$ cat config.mk
export PLATFORM = sky130hd
export DESIGN_NAME = utf8_to_utf16_bmp_decoder_flat
export DESIGN_NICKNAME = d
export VERILOG_FILES = /design/src/rtl/u8u16_pkg.sv /design/src/rtl/u8u16_byte_if.sv /design/src/rtl/u8u16_unit_if.sv /design/src/rtl/u8u16_step.sv /design/src/rtl/utf8_to_utf16_bmp_decoder.sv /design/src/flat_wrapper.sv
export VERILOG_INCLUDE_DIRS = /design/src /design/src/rtl
export SDC_FILE = /design/constraint.sdc
export NUM_CORES = 1
export LEC_CHECK = 0
export BUFFER_PORTS_ARGS = -buffer_cell sky130_fd_sc_hd__buf_2
export CORE_MARGIN = 2
export CORE_UTILIZATION = 45
export CTS_CLUSTER_SIZE = 12
export DETAILED_ROUTE_END_ITERATION = 6
export GPL_ROUTABILITY_DRIVEN = 0
export GPL_TIMING_DRIVEN = 0
export PLACE_DENSITY = 0.64
export SKIP_CTS_REPAIR_TIMING = 1
export SLEW_MARGIN = 5
export SYNTH_ARGS = -nofsm -noshare
export SYNTH_HDL_FRONTEND = slang
export SYNTH_HIERARCHICAL = 1
export SYNTH_SLANG_ARGS = --single-unit
$ cat constraint.sdc
create_clock -name clk -period 6.9 [get_ports clk]
set_input_delay 0 -clock clk [delete_from_list [all_inputs] [get_ports clk]]
set_output_delay 0 -clock clk [all_outputs]
set_load 0.05 [all_outputs]
$ cat src/rtl/utf8_to_utf16_bmp_decoder_macros.svh
// Assertion macros for the UTF-8 to UTF-16 decoder.
`ifndef UTF8_TO_UTF16_BMP_DECODER_MACROS_SVH
`define UTF8_TO_UTF16_BMP_DECODER_MACROS_SVH

// Same-cycle implication, sampled on clk, off during reset.
`define U8U16_ASSERT_NOW(label, ante, cons) \
    label: assert property (@(posedge clk) disable iff (!rst_n) (ante) |-> (cons)) \
        else $error("u8u16 assertion failed");

// Next-cycle implication, sampled on clk, off during reset.
`define U8U16_ASSERT_NEXT(label, ante, cons) \
    label: assert property (@(posedge clk) disable iff (!rst_n) (ante) |=> (cons)) \
        else $error("u8u16 assertion failed");

`endif

$ cat src/rtl/u8u16_pkg.sv
// Types and constants shared by the UTF-8 to UTF-16 decoder.
`default_nettype none
package u8u16_pkg;

    localparam int BYTE_W = 8;
    localparam int UNIT_W = 16;
    localparam int ACC_W  = 31;
    localparam int REM_W  = 3;

    // Low payload bits of a continuation byte
    localparam logic [7:0] CONT_MASK = 8'h3F;

    // BMP window limits
    localparam logic [15:0] BMP_LOW_MAX   = 16'hD7FF;
    localparam logic [15:0] BMP_HIGH_MIN  = 16'hE000;

    // Lead byte prefix masks and patterns
    localparam logic [7:0] LEAD2_MASK = 8'hE0;
    localparam logic [7:0] LEAD2_PAT  = 8'hC0;
    localparam logic [7:0] LEAD3_MASK = 8'hF0;
    localparam logic [7:0] LEAD3_PAT  = 8'hE0;
    localparam logic [7:0] LEAD4_MASK = 8'hF8;
    localparam logic [7:0] LEAD4_PAT  = 8'hF0;
    localparam logic [7:0] LEAD5_MASK = 8'hFC;
    localparam logic [7:0] LEAD5_PAT  = 8'hF8;
    localparam logic [7:0] LEAD6_MASK = 8'hFE;
    localparam logic [7:0] LEAD6_PAT  = 8'hFC;

    // Decoder state: continuation bytes still expected and bits gathered
    typedef struct packed {
        logic [REM_W-1:0] remaining;
        logic [ACC_W-1:0] acc;
    } dec_state_t;

    // One step's result toward the output register
    typedef struct packed {
        logic              emit;
        logic [UNIT_W-1:0] unit;
    } dec_result_t;

endpackage
`default_nettype wire

$ cat src/rtl/u8u16_byte_if.sv
// Byte channel: valid/ready handshake carrying one UTF-8 byte per beat.
`default_nettype none
interface u8u16_byte_if;
    logic       valid;
    logic       ready;
    logic [7:0] byte_value;

    modport source (output valid, output byte_value, input ready);
    modport sink   (input valid, input byte_value, output ready);
endinterface
`default_nettype wire

$ cat src/rtl/u8u16_unit_if.sv
// Unit channel: valid/ready handshake carrying one UTF-16 code unit per beat.
`default_nettype none
interface u8u16_unit_if;
    logic        valid;
    logic        ready;
    logic [15:0] utf16_unit;

    modport source (output valid, output utf16_unit, input ready);
    modport sink   (input valid, input utf16_unit, output ready);
endinterface
`default_nettype wire

$ cat src/rtl/u8u16_step.sv
// Combinational decode of one UTF-8 byte against the current decoder state.
`default_nettype none
module u8u16_step (
    input  var u8u16_pkg::dec_state_t  state,
    input  var logic [7:0]             byte_value,
    output u8u16_pkg::dec_state_t      state_next,
    output u8u16_pkg::dec_result_t     result
);
    import u8u16_pkg::*;

    logic [ACC_W-1:0]  acc_shift;
    logic [REM_W-1:0]  rem_dec;
    logic [ACC_W-1:0]  cp;
    logic              cp_done;
    logic              in_bmp;

    // Continuation path: shift in six bits, count down
    assign acc_shift = {state.acc[ACC_W-7:0], 6'(byte_value & CONT_MASK)};
    assign rem_dec   = state.remaining - REM_W'(1);

    // BMP check: upper bits clear and not in the surrogate range
    always_comb
    begin
        in_bmp = (cp[ACC_W-1:UNIT_W] == '0) &&
                 ((cp[UNIT_W-1:0] <= BMP_LOW_MAX) || (cp[UNIT_W-1:0] >= BMP_HIGH_MIN));
    end

    always_comb
    begin
        state_next = state;
        cp         = '0;
        cp_done    = 1'b0;
        priority if (byte_value == 8'h00)
        begin
            // NUL abandons any open sequence
            state_next.remaining = '0;
            state_next.acc       = '0;
        end
        else if (state.remaining != '0)
        begin
            if (rem_dec == '0)
            begin
                cp                   = acc_shift;
                cp_done              = 1'b1;
                state_next.remaining = '0;
                state_next.acc       = '0;
            end
            else
            begin
                state_next.remaining = rem_dec;
                state_next.acc       = acc_shift;
            end
        end
        else if (byte_value[7] == 1'b0)
        begin
            // Plain ASCII
            cp      = ACC_W'(byte_value);
            cp_done = 1'b1;
        end
        else if ((byte_value & LEAD2_MASK) == LEAD2_PAT)
        begin
            state_next.remaining = REM_W'(1);
            state_next.acc       = ACC_W'(byte_value[4:0]);
        end
        else if ((byte_value & LEAD3_MASK) == LEAD3_PAT)
        begin
            state_next.remaining = REM_W'(2);
            state_next.acc       = ACC_W'(byte_value[3:0]);
        end
        else if ((byte_value & LEAD4_MASK) == LEAD4_PAT)
        begin
            state_next.remaining = REM_W'(3);
            state_next.acc       = ACC_W'(byte_value[2:0]);
        end
        else if ((byte_value & LEAD5_MASK) == LEAD5_PAT)
        begin
            state_next.remaining = REM_W'(4);
            state_next.acc       = ACC_W'(byte_value[1:0]);
        end
        else if ((byte_value & LEAD6_MASK) == LEAD6_PAT)
        begin
            state_next.remaining = REM_W'(5);
            state_next.acc       = ACC_W'(byte_value[0]);
        end
        else
        begin
            // Stray continuation or 0xFE/0xFF lead: skipped, state kept
            state_next = state;
        end
    end

    assign result.emit = cp_done && in_bmp;
    assign result.unit = cp[UNIT_W-1:0];

endmodule
`default_nettype wire

$ cat src/rtl/utf8_to_utf16_bmp_decoder.sv
// Top level of the byte-serial UTF-8 to UTF-16 (BMP) decoder.
//
//  channel    dir  payload            beat
//  byte_in    in   byte_value[7:0]    one UTF-8 byte
//  unit_out   out  utf16_unit[15:0]   one BMP code unit, zero or one per byte
//
// One byte is taken per cycle; its unit, if any, shows on unit_out the next cycle.
// The figure is set by the single decode step between the state register and
// the output register. A held output stalls byte_in only while unit_out.ready is low.
// Reset clears the sequence state and the output valid flag.
`default_nettype none
`include "utf8_to_utf16_bmp_decoder_macros.svh"
module utf8_to_utf16_bmp_decoder (
    input  var logic       clk,
    input  var logic       rst_n,
    u8u16_byte_if.sink     byte_in,
    u8u16_unit_if.source   unit_out
);
    import u8u16_pkg::*;

    dec_state_t        state_reg;
    dec_state_t        state_next;
    dec_result_t       step_result;
    logic              out_valid_reg;
    logic              out_valid_next;
    logic [UNIT_W-1:0] out_unit_reg;
    logic              in_accept;

    // Take a byte whenever the output slot is free or being drained
    assign byte_in.ready = !out_valid_reg || unit_out.ready;
    assign in_accept     = byte_in.valid && byte_in.ready;

    u8u16_step u_step (
        .state      (state_reg),
        .byte_value (byte_in.byte_value),
        .state_next (state_next),
        .result     (step_result)
    );

    // Output valid follows the accepted byte, else drops once taken
    always_comb
    begin
        priority if (in_accept)
            out_valid_next = step_result.emit;
        else if (unit_out.ready)
            out_valid_next = 1'b0;
        else
            out_valid_next = out_valid_reg;
    end

    // Sequence state and output valid
    always_ff @(posedge clk or negedge rst_n)
    begin
        if (!rst_n)
        begin
            state_reg     <= '0;
            out_valid_reg <= 1'b0;
        end
        else
        begin
            if (in_accept)
                state_reg <= state_next;
            out_valid_reg <= out_valid_next;
        end
    end

    // Output payload
    always_ff @(posedge clk)
    begin
        if (in_accept && step_result.emit)
            out_unit_reg <= step_result.unit;
    end

    assign unit_out.valid      = out_valid_reg;
    assign unit_out.utf16_unit = out_unit_reg;

    // Checks
    `U8U16_ASSERT_NOW(a_stall_blocks_input, unit_out.valid && !unit_out.ready, !byte_in.ready)
    `U8U16_ASSERT_NEXT(a_nul_clears_state,
        in_accept && byte_in.byte_value == 8'h00, state_reg == '0)
    `U8U16_ASSERT_NOW(a_no_surrogate_out, unit_out.valid, unit_out.utf16_unit[15:11] != 5'b11011)
    `U8U16_ASSERT_NEXT(a_last_cont_closes,
        in_accept && byte_in.byte_value != 8'h00 && state_reg.remaining == 3'd1,
        state_reg.remaining == 3'd0 && state_reg.acc == '0)

endmodule
`default_nettype wire
$ cat src/flat_wrapper.sv
// flat-port wrapper written by rule: the top's interface ports become plain ports
module utf8_to_utf16_bmp_decoder_flat import u8u16_pkg::*;
  (clk, rst_n, byte_in_valid, byte_in_byte_value, byte_in_ready, unit_out_valid, unit_out_utf16_unit, unit_out_ready);
  u8u16_byte_if byte_in_i ();
  u8u16_unit_if unit_out_i ();
  input  var logic clk;
  input  var logic rst_n;
  input wire logic [$bits(byte_in_i.valid)-1:0] byte_in_valid;
  input wire logic [$bits(byte_in_i.byte_value)-1:0] byte_in_byte_value;
  output wire logic [$bits(byte_in_i.ready)-1:0] byte_in_ready;
  output wire logic [$bits(unit_out_i.valid)-1:0] unit_out_valid;
  output wire logic [$bits(unit_out_i.utf16_unit)-1:0] unit_out_utf16_unit;
  input wire logic [$bits(unit_out_i.ready)-1:0] unit_out_ready;
  assign byte_in_i.valid = byte_in_valid;
  assign byte_in_i.byte_value = byte_in_byte_value;
  assign byte_in_ready = byte_in_i.ready;
  assign unit_out_valid = unit_out_i.valid;
  assign unit_out_utf16_unit = unit_out_i.utf16_unit;
  assign unit_out_i.ready = unit_out_ready;
  utf8_to_utf16_bmp_decoder u_core (.clk(clk), .rst_n(rst_n), .byte_in(byte_in_i), .unit_out(unit_out_i));
endmodule
==> results.json <==
{
  "status": "finished, violations left",
  "failed_checks": "negative hold slack",
  "post-route-util": 0.526,
  "gr-usage-all-layers": 0.170,
  "antenna_left": 0,
  "cts_tree": "yes",
  "cp-start-kind": "register",
  "path_cells": "inv_1 -> ha_1 -> nand3_1 -> inv_1 -> nor2_1 -> a2111oi_2 -> nand2_1 -> nor2b_2",
  "detail_route.wirelength_mm": 4.95,
  "antenna_cells": 0,
  "layout.nets": 250,
  "largest_reg_flops": 28,
  "max_clock_freq_mhz": 344,
  "period_share": 0.421,
  "yosysWarningCount": 6,
  "slew_viol_final": 0,
  "fin_ws_ps": 4000,
  "cap_violations": 0,
  "ir_drop_mv": 0.195,
  "synthesis.nets": 217,
  "worstSetupPathType": "register to register",
  "drc": 0,
  "finalClockSkew_ps": 6.51,
  "place_ws_ps": 3960,
  "slowest_delay_ps": 700,
  "cts_sinks": 45,
  "ios": 30,
  "areaGrowthSynthToFinish_pct": 12.2,
  "grt_overflow": 0,
  "rsz0062_at_grt": "false",
  "io_buffers": 25,
  "finalCriticalPeriod_ps": 2900,
  "path_max_fanout": 16,
  "cts_made_buffers": 5,
  "worstPathRequired_ps": 6830,
  "critPathBufInv": 2,
  "ctsHtreeMaxLevel": 2,
  "routed_via_density": 5.55,
  "grt_pass1_wl_mm": 8.29,
  "netlist_area_um2": 2600,
  "finalSetupViolations": 0,
  "worstMarginPinSlew_ps": 863,
  "num_vias": 1709,
  "drt_first_pass_iters": 4,
  "grt_pass1_vias": 1626,
  "drive_above_1_share": 0.352,
  "core_um2": 5540,
  "cp_common_cell": "inv_1",
  "insertion_delay_ps": 300,
  "p_leak_nw": 1.33,
  "cts_buffer_depth": 2,
  "power.density_nw_per_um2": 436,
  "ctsRootBufferMaster": "clkbuf_8",
  "dieArea_um2": 6400,
  "avgSynthCellArea_um2": 12.9,
  "post-dp-hpwl_mm": 3.52,
  "crit_path_top_delay_cell": "nor2b_2",
  "initial_core_util": 0.469,
  "dr.first_iter.drc_count": 116,
  "rows": 27,
  "timing.setup.tns_ps": 0,
  "hp-class": "input pin to register",
  "grt_max_degree": 30,
  "critPathCaptureType": "register",
  "path_clk_slew_ps": 80,
  "die_w_um": 80.0,
  "hold_viol_final": 1,
  "slew-limit-headroom": 0.422,
  "grt_antenna_before_repair": 0,
  "die_h_um": 80.0,
  "crit_family": "simple AND/OR/NAND/NOR gates",
  "arrival_ps": 2840,
  "synth_cells": 202,
  "timing.hold.ws_ps": -8.72,
  "wl_per_cell_um": 16.1
}
==> layout make-up <==
type,count,area (um^2)
inverters,4,15.0
plain buffers,13,126
well taps,72,90.1
flip-flops and latches,45,1210
fillers,483,2620
multi-input cells,140,1250
clock buffers,5,68.8
clock inverters,3,21.3
repair buffers,26,135
==> where the power goes <==
group,internal (mW),switching (mW)
clock network,0.0719,0.0937
registers,0.389,0.0866
logic,0.318,0.312
total,0.778,0.492
==> worst paths after layout <==
path	end	depth (start not counted)	slack, ps	from
setup / recovery	u_core/unit_out.utf16_unit[6]	8	4000	u_core/state_reg[31]
hold / removal	u_core/unit_out.valid	3	-9	byte_in_valid
setup reg to reg	u_core/unit_out.utf16_unit[6]	8	4000	u_core/state_reg[31]
hold reg to reg	u_core/state_reg[33]	1	520	u_core/state_reg[33]
max in group asynchronous	u_core/state_reg[1]	2	6210	rst_n
min in group asynchronous	u_core/state_reg[23]	2	260	rst_n
==> metal layers <==
layer,vias to the layer above,track usage,share of wire
li1,832,-,-
met1,825,0.228,0.46
met2,41,0.266,0.48
met3,11,0.0419,0.038
met4,0,0.0661,0.020
met5,-,0,0
==> cells in the final DEF (no fill, tap or decap), types with 2 or more instances in the layout <==
cell type / count
buf_2: 30
dfrtp_1: 29
mux2_4: 27
a22o_1: 25
edfxtp_1: 16
and2_1: 15
a21oi_1: 7
nand2_1: 6
clkbuf_8: 5
nor3_1: 5
inv_1: 4
nor2b_1: 4
nor2_1: 4
o21ai_0: 4
buf_12: 3
buf_6: 3
a211oi_1: 3
nor4_1: 3
ha_1: 3
clkbuf_1: 2
o21bai_1: 2
nand3_1: 2
or4_4: 2
nand2b_1: 2
and3_1: 2
==> through the flow <==
step	power (mW)	std cells	hold WS [ps]	area, um^2
CTS	1.28	307	-262	2910
global placement	1.10	299	74.8	2810
floorplan	0.986	202	-296	2600
finish	1.27	308	-8.72	2920
detailed placement	1.11	299	72.1	2820
global route	1.36	308	6.00	2920
==> worst reg2reg max path, stage by stage, from the launching register on <==
cell and delay, ps:
dfrtp_1 420, inv_1 130, ha_1 260, nand3_1 180, inv_1 170, nor2_1 120, a2111oi_2 410, nand2_1 140
nor2b_2 700
Power figures use the tool's default switching activity.
